$ cat config.mk
export PLATFORM = sky130hd
export DESIGN_NAME = mnsp_ram
export DESIGN_NICKNAME = d
export VERILOG_FILES = /design/src/sv/mnsp_ram.sv
export SDC_FILE = /design/constraint.sdc
export NUM_CORES = 1
export LEC_CHECK = 0
export ABC_CLOCK_PERIOD_IN_PS = 3600
export BUFFER_PORTS_ARGS = -buffer_cell sky130_fd_sc_hd__buf_2
export CORE_ASPECT_RATIO = 0.7
export CORE_UTILIZATION = 35
export CTS_BUF_LIST = sky130_fd_sc_hd__clkbuf_4
export DETAILED_ROUTE_END_ITERATION = 10
export HOLD_SLACK_MARGIN = 0.05
export PLACE_DENSITY_LB_ADDON = 0.25
export SETUP_SLACK_MARGIN = 0.2
export SLEW_MARGIN = 20
export SYNTH_ARGS = -nofsm -noshare
export SYNTH_HDL_FRONTEND = slang
export SYNTH_SLANG_ARGS = --single-unit
$ cat constraint.sdc
create_clock -name i_clk -period 3.6 [get_ports i_clk]
set_input_delay 0.18 -clock i_clk [delete_from_list [all_inputs] [get_ports i_clk]]
set_output_delay 0.18 -clock i_clk [all_outputs]
set_load 0.05 [all_outputs]
$ cat src/sv/mnsp_ram.sv
// generic single-write, single-read ram with registered read data
`default_nettype none
module mnsp_ram #(
    parameter int WIDTH = 8,
    parameter int DEPTH = 16
) (
    input  wire logic                     i_clk,
    input  wire logic                     i_we,
    input  wire logic [$clog2(DEPTH)-1:0] i_waddr,
    input  wire logic [WIDTH-1:0]         i_wdata,
    input  wire logic [$clog2(DEPTH)-1:0] i_raddr,
    output logic      [WIDTH-1:0]         o_rdata
);

    logic [WIDTH-1:0] r_mem [DEPTH];

    always_ff @(posedge i_clk) begin
        if (i_we) begin
            r_mem[i_waddr] <= i_wdata;
        end
        o_rdata <= r_mem[i_raddr];
    end

endmodule
`default_nettype wire

# Yosys cells after proc, flatten, opt, wreduce, memory -nomap -nowiden
# Memory sizes are Yosys's and may differ from the RTL's. A register that Yosys moved wholly into a read port is not among the register bits.
# Index checks and enable logic that the tools add are counted.
# totals
register_bits	0
ramBits	128
input_bits	18
output_inout_bits	8
word_cells	3
n_memories	1
# classes
n_mux	2
# memory_table
name	words	width	read_ports	rd_ports_with_merged_regs	write_ports	line	text
r_mem	16	8	1	1	1	15	logic [WIDTH-1:0] r_mem [DEPTH];
# ops
op	count
$mux W1	2

# Logic depth before layout (Yosys ltp)
# depth
ltp_word	2
ltp_mapped	5
depth_no_buf	3

# Worst setup path before layout
# Ideal clock, no wire load.
# synth_timing
path_type	input to register
from	in i_waddr[2]
to	mem r_mem[0][0], enable pin
setup_time_ns	0.383
arrival_ns	1.290
required_ns	3.217
path_slack_ns	1.927
stages	2
n_path_buf	0
path_cell_list	or3b_2 > nor3_1
# synth_lines
element	line	text
start, declared	9	input wire logic [$clog2(DEPTH)-1:0] i_waddr,
end, declared	15	
# No word-level cell before the write port.

==> results by group <==
STA
  • Period utilization: between 40% and 50%
  • Achievable Freq: slightly below 700 MHz
  • RSZ-0062 raised after global routing: no
  • Max Slew Vio Count: 0
  • Final Skew: around 0.012 ns
  • Worst Tran Pin Value: 0.9832 ns
  • Final min period: around 1.5 ns
  • Final setup TNS: 0 ns
  • Final hold vios: 0
  • Final setup viols: 0
  • Worst slew margin relative to its limit: roughly a third

Routing
  • Drt drc: 0
  • DR iter-0 viols: 192
  • TritonRoute pass-1 iters: 4
  • Vias/cell: between 4 and 5
  • WL/cell: between 20 and 25 microns
  • Drt total wl: approximately 10000 microns
  • DR vias: around 2400
  • Antenna-violating nets left: 0

Cells and area
  • Post-route insts no fill: 480
  • Final Util: just over 40%
  • Commonest non-fill, non-tap cell in the layout: edfxtp_1
  • Area grow syn2layout: 12.86%
  • Fill cell count: around 1300
  • Layout Nets: 295
  • Layout cells sized above 1: 26.64%
  • Most frequent cells in the layout: 128 x edfxtp_1, 25 x buf_2, 20 x clkbuf_4

Status
  • Status: finished clean

Logic synthesis
  • Ys async rst share: 0%
  • Yosys Warn Count: 0
  • Post-synth EDFFs: around 130
  • Post-synthesis register bit count: 136
  • Main synth FF type: edfxtp_1
  • Yosys cell types: 19
  • Post-Syn Nets: 247
  • Register area share after synthesis: 77.78%
  • Syn_area_per_cell: roughly 22 sq um
  • Mapped Cells: about 230
  • Cell area after synthesis: between 5000 and 6000 sq um

Power and ir drop
  • Worst vdd ir: approximately 0.22 mV
  • Total leakage power: between 1.5 and 2 nW
  • PwrDens: 500.3 nW/um^2
  • Power Total: roughly 0.0029 W

Die
  • Number of top-level pins: 26
  • Core area: approximately 14000 sq um
  • Starting Density: between 30% and 40%
  • Die outline area: 15200 sq um
  • Die Y: around 100 microns
  • Die Width: 147.0 microns
  • Rows: 36

Critical path
  • CP endpoint: o_rdata[0]
  • CP required: around 4 ns
  • Critical path arrival: 1.88 ns
  • Worst setup SP type: input pin
  • Capturing point of the worst reg2reg path: o_rdata[1]
  • Crit path max fanout: 19
  • Critical path endpoint category: flop
  • Worst reg2reg startpoint: r_mem[0][1]
  • Setup slack, reg-to-reg: 2.22 ns
  • Critical path class: input pin to flop
  • CP startpoint: i_raddr[0]
  • R2R cell count: 3

Job
  • Max Cap Viol: 0

Clocking
  • Worst-path clk slew: 0.11 ns
  • Total CTS buffers: 17
  • Clock latency on the worst-skew pair: about 0.52 ns
  • Clk root buf: clkbuf_4
  • Total clock sinks: 136
  • Depth of the CTS H-tree: 4
  • CTS tree: done
  • Longest Clk Path Bufs: 2

Hold path
  • Hold path cells: 3
  • HP Class: input pin to flop

Global route
  • Global route hottest layer: met1
  • All-Layer GR Usage: between 15 and 20%
  • Vias in the first global route: 2494
  • First-pass GRT wire length: 15460 microns
  • Initial antenna violation count: 0
  • Met1 Track Usage GR: a little over a fifth
  • GR Util met2: 21.58%
  • M3 GR Usage: under 10%
  • GRT overflow: 0
  • Largest net degree at the start of global routing: 33

Placement
  • Global placement routability congestion: about 0.7
  • Port bufs: 25
  • Cells after DPL: 440
  • HPWL after DPL: between 6000 and 7000 microns
-- cells in the mapped netlist (2+ instances only) --
| master | count | area, sq um |
|---|---|---|
| nand2_1 | 9 | 33.78 |
| dfxtp_1 | 8 | 160.2 |
| nor2_1 | 13 | 48.80 |
| nand3b_1 | 2 | 15.01 |
| a22oi_1 | 16 | 120.1 |
| mux4_2 | 18 | 405.4 |
| nand2b_1 | 2 | 12.51 |
| mux4_1 | 14 | 367.9 |
| buf_6 | 3 | 33.78 |
| nor3_1 | 4 | 20.02 |
| edfxtp_1 | 128 | 3844 |
| clkdlybuf4s25_2 | 3 | 30.03 |
| buf_2 | 3 | 15.01 |
-- layer usage --
metal / wire (microns) / share of wire (%)
met3: 687 / 6.6
met1: 4823 / 47
met5: 0 / 0
met2: 4714 / 46
met4: 114 / 1.1
-- power breakdown --
| group | internal, W | switching, W | total, W | leakage, nW |
|---|---|---|---|---|
| clock network | 0.000419 | 0.000511 | 0.000930 | 0.135 |
| registers | 0.00177 | 0.0000109 | 0.00178 | 1.22 |
| logic | 0.0000710 | 0.000127 | 0.000198 | 0.535 |
| total | 0.00226 | 0.000649 | 0.00291 | 1.89 |
-- layout make-up --
cell class / instances / area, sq um / share of cell area (%)
Sequential cell: 136 / 4004 / 68.92
Multi-Input combinational cell: 83 / 1057 / 18.20
Timing Repair Buffer: 39 / 250.2 / 4.308
Tap cell: 190 / 237.7 / 4.092
Clock buffer: 20 / 150.1 / 2.585
Clock inverter: 11 / 107.6 / 1.852
Antenna cell: 1 / 2.502 / 0.04308
-- state kept, by name, indices dropped and copies added (netlist names) --
signal / flops
o_rdata: 8
r_mem: 128
-- worst max-delay path, stage by stage --
cell and delay (ns):
buf_2 0.47, buf_4 0.32, mux4_1 0.58, a22oi_1 0.25, nand2_1 0.07
-- what timing repair did --
item / CTS / global route
endpoints found under the setup margin: 0 / 0
setup buffers: 0 / 0
gates resized for setup: 0 / 0
hold buffers: 8 / 0
endpoints found under the hold margin: 128 / 0
-- worst min path at each step --
stage,startpoint,end
4_1_cts,i_waddr[0],r_mem[4][6]
6_report,i_waddr[0],r_mem[4][6]
5_1_grt,i_waddr[0],r_mem[12][2]
2_1_floorplan,i_wdata[0],r_mem[0][0]
3_3_place_gp,i_wdata[6],r_mem[15][6]
3_5_place_dp,i_wdata[6],r_mem[14][6]
-- stage by stage --
stage	hold WS [ns]	worst slack, ns	instance area [sq um]
after floorplan	0.2789	1.927	5147
after global placement	0.5704	1.559	5469
after global routing	0.1986	2.069	5807
after detailed placement	0.5745	1.551	5469
after CTS	0.1660	2.141	5807
final	0.2279	2.129	5809
-- kinds of logic (layout without fill, tap and decap cells) --
| logic type | after synthesis | in the layout | synth area share, % |
|---|---|---|---|
| AO/OA/AOI/OAI | 16 | 16 | 2.334 |
| buffers and inverters | 10 | 70 | 1.677 |
| flip-flops | 136 | 136 | 77.78 |
| multiplexers | 32 | 32 | 15.02 |
| other | 0 | 1 | 0 |
| AND/OR/NAND/NOR | 35 | 35 | 3.184 |
Note: power is estimated with default switching activity, not from simulation.
