`src/sv/mnsp_pkg.sv`:
```
// shared types and constants for the markov next-shard predictor
`default_nettype none
package mnsp_pkg;

    localparam int NUM_SHARDS_DEF = 16;
    localparam int MAX_OUT        = 16;
    localparam int ID_W           = 4;
    localparam int CNT_W          = 32;
    localparam int TIME_W         = 40;
    localparam int SUM_W          = 48;
    localparam int DEN_W          = SUM_W + 1;
    localparam int KEY_W          = CNT_W;
    localparam int WIN_W          = 16;
    localparam int TOPK_W         = 5;
    localparam int SCORE_NUM      = 1000;
    localparam int WIN_MIN        = 2;
    localparam int PROD_W         = CNT_W + 10;

    localparam logic [CNT_W-1:0]  CNT_MAX  = {CNT_W{1'b1}};
    localparam logic [TIME_W-1:0] TIME_MAX = {TIME_W{1'b1}};
    localparam logic [SUM_W-1:0]  SUM_MAX  = {SUM_W{1'b1}};

    typedef enum logic [1:0] {
        ACT_RECORD  = 2'd0,
        ACT_PREDICT = 2'd1,
        ACT_LIST    = 2'd2,
        ACT_CLEAR   = 2'd3
    } t_action;

    typedef enum logic [3:0] {
        ST_CLR,
        ST_IDLE,
        ST_REC_RD,
        ST_REC_WR,
        ST_SCAN_RD,
        ST_SCAN_EV,
        ST_SCAN_DIV,
        ST_PICK,
        ST_SEL_RD,
        ST_SEL_CMP,
        ST_OUT_RD,
        ST_OUT_EMIT,
        ST_EMPTY
    } t_state;

endpackage
`default_nettype wire

```
`src/sv/mnsp_div.sv`:
```
// radix-2 restoring divider, one quotient bit per cycle
`default_nettype none
module mnsp_div (
    input  wire logic                        i_clk,
    input  wire logic                        i_rst_n,
    input  wire logic                        i_start,
    input  wire logic [mnsp_pkg::SUM_W-1:0]  i_num,
    input  wire logic [mnsp_pkg::DEN_W-1:0]  i_den,
    output logic                             o_done,
    output logic      [mnsp_pkg::SUM_W-1:0]  o_quo
);

    localparam int SW = mnsp_pkg::SUM_W;
    localparam int DW = mnsp_pkg::DEN_W;
    localparam int CW = $clog2(SW);

    logic          r_busy;
    logic          r_done;
    logic [CW-1:0] r_cnt;
    logic [SW-1:0] r_num;
    logic [DW-1:0] r_den;
    logic [DW-1:0] r_rem;

    logic [DW:0]   sh;
    logic [DW:0]   diff;
    logic          ge;

    always_comb begin
        sh   = {r_rem, r_num[SW-1]};
        diff = sh - {1'b0, r_den};
        ge   = sh >= {1'b0, r_den};
    end

    always_ff @(posedge i_clk) begin
        if (!i_rst_n) begin
            r_busy <= 1'b0;
            r_done <= 1'b0;
            r_cnt  <= '0;
        end else begin
            r_done <= 1'b0;
            if (i_start) begin
                r_busy <= 1'b1;
                r_cnt  <= '0;
                r_num  <= i_num;
                r_den  <= i_den;
                r_rem  <= '0;
            end else if (r_busy) begin
                r_rem <= ge ? diff[DW-1:0] : sh[DW-1:0];
                r_num <= {r_num[SW-2:0], ge};
                if (32'(r_cnt) == SW - 1) begin
                    r_busy <= 1'b0;
                    r_done <= 1'b1;
                end else begin
                    r_cnt <= r_cnt + 1'b1;
                end
            end
        end
    end

    assign o_done = r_done;
    assign o_quo  = r_num;

endmodule
`default_nettype wire

```
`config.mk`:
```
export PLATFORM = sky130hd
export DESIGN_NAME = mnsp_div
export DESIGN_NICKNAME = d
export VERILOG_FILES = /design/src/sv/mnsp_pkg.sv /design/src/sv/mnsp_div.sv
export SDC_FILE = /design/constraint.sdc
export NUM_CORES = 1
export LEC_CHECK = 0
export ABC_AREA = 1
export BUFFER_PORTS_ARGS = -buffer_cell sky130_fd_sc_hd__clkbuf_2
export CORE_ASPECT_RATIO = 1.25
export CORE_UTILIZATION = 53
export CTS_CLUSTER_SIZE = 8
export DETAILED_ROUTE_END_ITERATION = 8
export PLACE_DENSITY = 0.89
export SLEW_MARGIN = 20
export SYNTH_ARGS = -nofsm -noshare
export SYNTH_HDL_FRONTEND = slang
export SYNTH_SLANG_ARGS = --single-unit
```
`constraint.sdc`:
```
create_clock -name i_clk -period 6.45 [get_ports i_clk]
set_clock_uncertainty 0.2 [all_clocks]
set_input_delay 0.645 -clock i_clk [delete_from_list [all_inputs] [get_ports i_clk]]
set_output_delay 0.645 -clock i_clk [all_outputs]
set_load 0.02 [all_outputs]
```
Word-level counts from Yosys, hierarchy flattened
Cells that the tools add are included.

Logic and storage cells: 27. Bits of input ports: 100. Output and inout port bits: 49. Register bits: 154.

Reduce and logical (&&, ||, !) cells: 6. $add $sub $neg: 2. Order comparisons: 1. Eq/ne operators: 1. Multiplexer cells: 8. Bitwise operators: 3.

Operator list (count): $mux 49 (2); $mux 48 (2); $ge 50x49->1 (1); $sub 49x49->49 (1); $add 6x1->6 const B (1); $eq 6x6->1 const B (1); $reduce_and 2->1 (3); $mux 1 (4); $not 1->1 (3); $reduce_or 3->1 (1); $reduce_bool 2->1 (1); $reduce_or 2->1 (1).

Depth between registers and ports, before layout
Depth after elaboration: 4. Mapped depth: 19. Gate-level depth less buffers: 18.

Worst setup path after synthesis
OpenSTA, ideal clock, no wires.

Kind: input port to flip-flop. From: input port i_start. To: register r_num[0], in the netlist o_quo[0] (enable). Setup slack: -143 ps. Stages on the path: 4. Buffers on the path: 2. Arrival: 5808 ps. Library setup time: 585 ps. Cell sequence: clkbuf_1 -> inv_2 -> buf_1 -> a21oi_1.

Longest elaborated chain between the ends: 2.

Ends and longest elaborated chain: start: declaration (RTL line mnsp_div.sv:6) `input wire logic i_start,`; $reduce_bool 2->1 (no source line); $reduce_and 2->1 (no source line); end signal: assignment (RTL line mnsp_div.sv:44) `r_num <= i_num;`; end signal: assignment (RTL line mnsp_div.sv:49) `r_num <= {r_num[SW-2:0], ge};`; end: declaration (RTL line mnsp_div.sv:20) `logic [SW-1:0] r_num;`.

Every way passes these cells. A chain may end at the register's enable or synchronous reset.

Worst setup path after layout
From: register r_num[47], in the netlist o_quo[47]. To: register r_rem[29], data pin.

Longest elaborated chain between the ends: 3.

Ends and longest elaborated chain: $sub 49x49->49 or $ge 50x49->1 (tied branches) (RTL line mnsp_div.sv:30, mnsp_div.sv:31); $mux 49 * (RTL line mnsp_div.sv:48) `r_rem <= ge ? diff[DW-1:0] : sh[DW-1:0];`; $mux 49 * (RTL line mnsp_div.sv:47) `end else if (r_busy) begin`; end signal: assignment (RTL line mnsp_div.sv:48); end: declaration (RTL line mnsp_div.sv:22) `logic [DW-1:0] r_rem;`.

Mark *: on every way between the ends. The rest lies on a longest branch, timed or not. The select of a mux whose other input is x is not followed.

==> results_dict.tcl <==
set metrics [dict create \
    track_usage_pct 28.4 \
    tns_ns 0 \
    num_rows 57 \
    yosys.area_share.simple_pct 32.0 \
    slew_headroom_pct 34.5 \
    worst-setup-path-type "reg -> reg" \
    cts.sinks 154 \
    cts_hold_buf 0 \
    drive_gt1_share_pct 13.1 \
    worstSkewPairLatency_ns 0.44 \
    min_path_cells 1 \
    cts_buffers 17 \
    final_area_um2 12100 \
    cp_max_fo 53 \
    die_area_um2 20400 \
    hpwl_mm 21.6 \
    viasPerCell 5.07 \
    worst-path-buf-inv 3 \
    fp.dieH_um 159 \
    max_freq_ghz 0.280 \
    ant_nets 0 \
    max_cap_violations 0 \
    min_path_type "in -> reg" \
    grt_first_pass_wirelength_mm 44.6 \
    initial_utilization_pct 54.1 \
    drt_iter0_markers 709 \
    r2r_cells 17 \
    power.total_mw 3.21 \
    io_buffers 148 \
    ys_types 39 \
    critPathRequiredTime_ns 6.52 \
    finalCritPeriodShare_pct 55.3 \
    worst_slack_ns 2.88 \
    wl_per_cell_um 14.9 \
    setup_violations 0 \
    gr-total-overflow 0 \
    crit_path_start_kind "flip-flop" \
    synth_seq_area_share_pct 43.3 \
    diodes 0 \
    outcome "finished clean" \
    tightest_slew_ns 0.983 \
    p_leak_nw 6.39 \
    r2r_slack_ns 2.88 \
    hold_ws_ns 0.175 \
    synth_top_family_by_area "simple AND/OR/NAND/NOR gates" \
    period_minus_slack_ns 3.57 \
    muxShareOfSynthArea_pct 0 \
    slew_viol_final 0 \
    yosys_warnings 0 \
    syn-cell-area_um2 10500 \
    hold_viol 0 \
    ctsResizeCount 0 \
    clkSlewWorstSetupHoldPaths_ns 0.08 \
    worst_ep_arrival_time_ns 3.64 \
    vias 9562 \
    cts_tree "built" \
    cts_setup_buffers 0 \
    critPathMaxStageDelay_ns 0.55 \
    cp_cell_sequence "inv_1 > ha_1 > inv_1 > fa_1 > nand2_1 > nand2_1 > nand3b_1 > nand2_2 > nand2_1 > nand2_2 > nand2_1 > nand2_2 > nand2_2 > nand3_4 > inv_4 > nor2_1 > nor2_1" \
    dieWidth_um 128 \
    first_global_vias 9152 \
    end_kind "flip-flop" \
    final_nets 1758 \
    synth_fa_ha_area_share_pct 6.15 \
    avgSynthCellArea_um2 7.18 \
    clockRootBuffer "clkbuf_16" \
    place.gp.congestion 0.998 \
    dp_cells 1853 \
    crit_family "simple AND/OR/NAND/NOR gates" \
    ys_ff_latch 154 \
    worstSetupPathDepth 17 \
    wirelength_mm 28.1 \
    firstDrtPassIters 6 \
    clockBufferDepth 2 \
    syn-num-nets 1612 \
    htreeDepth 4 \
    synth-xor-area-share_pct 2.34 \
    synth_cells 1461 \
    drcViolationCount 0 \
    fin_util_pct 62.2 \
    placed_area_um2 11500 \
    ir_worst_vdd_mv 0.177 \
    core_area_um2 19400 \
    dp_worst_setup_slack_ns 2.94 \
    rsz0062_at_grt "no" \
    powerDensity_nw_per_um2 266 \
    final_cells 1885 \
    fillers 1766 \
    slowest_stage "inv_4" \
    grt_max_degree 99 \
    synth_compound_area_share_pct 4.58 \
    area_growth_pct 15.1 \
    antenna_found_initial 0 \
    io_pins 149 \
]
[synth_stat cells, drive strengths merged]
cell	number	area [um2]
nor4	3	18.8
nand2	572	2170
a21oi	39	199
and2	3	18.8
nand4	13	81.3
a21o	2	15.0
o21a	1	7.51
ha	50	626
edfxtp	146	4380
and3b	1	8.76
xnor2	3	26.3
dfxtp	8	160
buf	16	108
nand3b	9	67.6
nor2	160	636
inv	286	1080
xor2	25	219
clkbuf	9	33.8
a31oi	1	6.26
fa	1	20.0
nand3	50	268
or2	1	6.26
o21bai	7	52.6
nor3	15	80.1
o21ai	40	200
[state kept, by name, indices dropped and copies added (netlist names)]
register  count
o_quo        48
r_den        49
r_rem        49
o_done        1
r_busy        1
r_cnt         6
[path summary, 6_finish.rpt]
path                         start                      end
max reg2reg    o_quo[47]$_DFFE_PP_  r_rem[29]$_SDFFCE_PP0P_
min                      i_den[34]      r_den[34]$_DFFE_PP_
max            o_quo[47]$_DFFE_PP_  r_rem[29]$_SDFFCE_PP0P_
min reg2reg  r_cnt[5]$_SDFFE_PP0P_    r_cnt[5]$_SDFFE_PP0P_
[layer usage]
metal | GRT usage, % | up-vias | share of wire, %
met3 | 4.44 | 73 | 6.3
met4 | 14.1 | 0 | 4.2
met2 | 50.8 | 385 | 50
met5 | 0 | - | 0
li1 | - | 4793 | -
met1 | 32.5 | 4311 | 39
[logic make-up (layout without fill, tap and decap cells)]
group	Yosys count	in the layout
simple gates	827	827
buf+inv	311	470
flops	154	154
compound gates	90	90
fa+ha+maj	51	51
xor+xnor	28	28
[where the power goes]
part           switching, mW  internal (mW)
registers             0.0400           1.20
clock network          0.508          0.530
logic                  0.625          0.299
[worst reg2reg max path: cells and delay by family (launching register included)]
kind / cells / cell delay (ns)
adder cells (fa/ha/maj): 2 / 0.54
AND/OR/NAND/NOR: 12 / 1.57
buffers and inverters: 3 / 0.71
flip-flops: 1 / 0.41
[cells in the final DEF (no fill, tap or decap), types with 2 or more instances in the layout]
cell	count
clkbuf_2	148
nor3_1	14
nand2_2	7
dfxtp_1	8
o21ai_1	6
inv_1	281
a21oi_1	37
xnor2_1	3
nor2_4	2
nand3_1	48
nor4_1	3
nor2_2	8
buf_4	4
and2_1	3
inv_6	5
nand2_1	564
inv_2	3
clkbuf_16	17
a21o_1	2
o21bai_1	7
edfxtp_1	146
ha_1	50
nor2_1	150
xor2_1	25
clkinv_8	4
nand4_1	13
inv_8	5
o21ai_0	34
nand3b_1	9
[layout make-up]
class | instances | area, um2 | share of cell area [%]
multi-input combinational | 996 | 4740 | 39.3
sequential | 154 | 4540 | 37.6
inverter | 286 | 1080 | 8.93
timing repair buffer | 152 | 771 | 6.39
clock buffer | 17 | 425 | 3.52
tap | 265 | 332 | 2.75
clock inverter | 15 | 181 | 1.50
No activity file was read; power rests on OpenSTA's default activity.
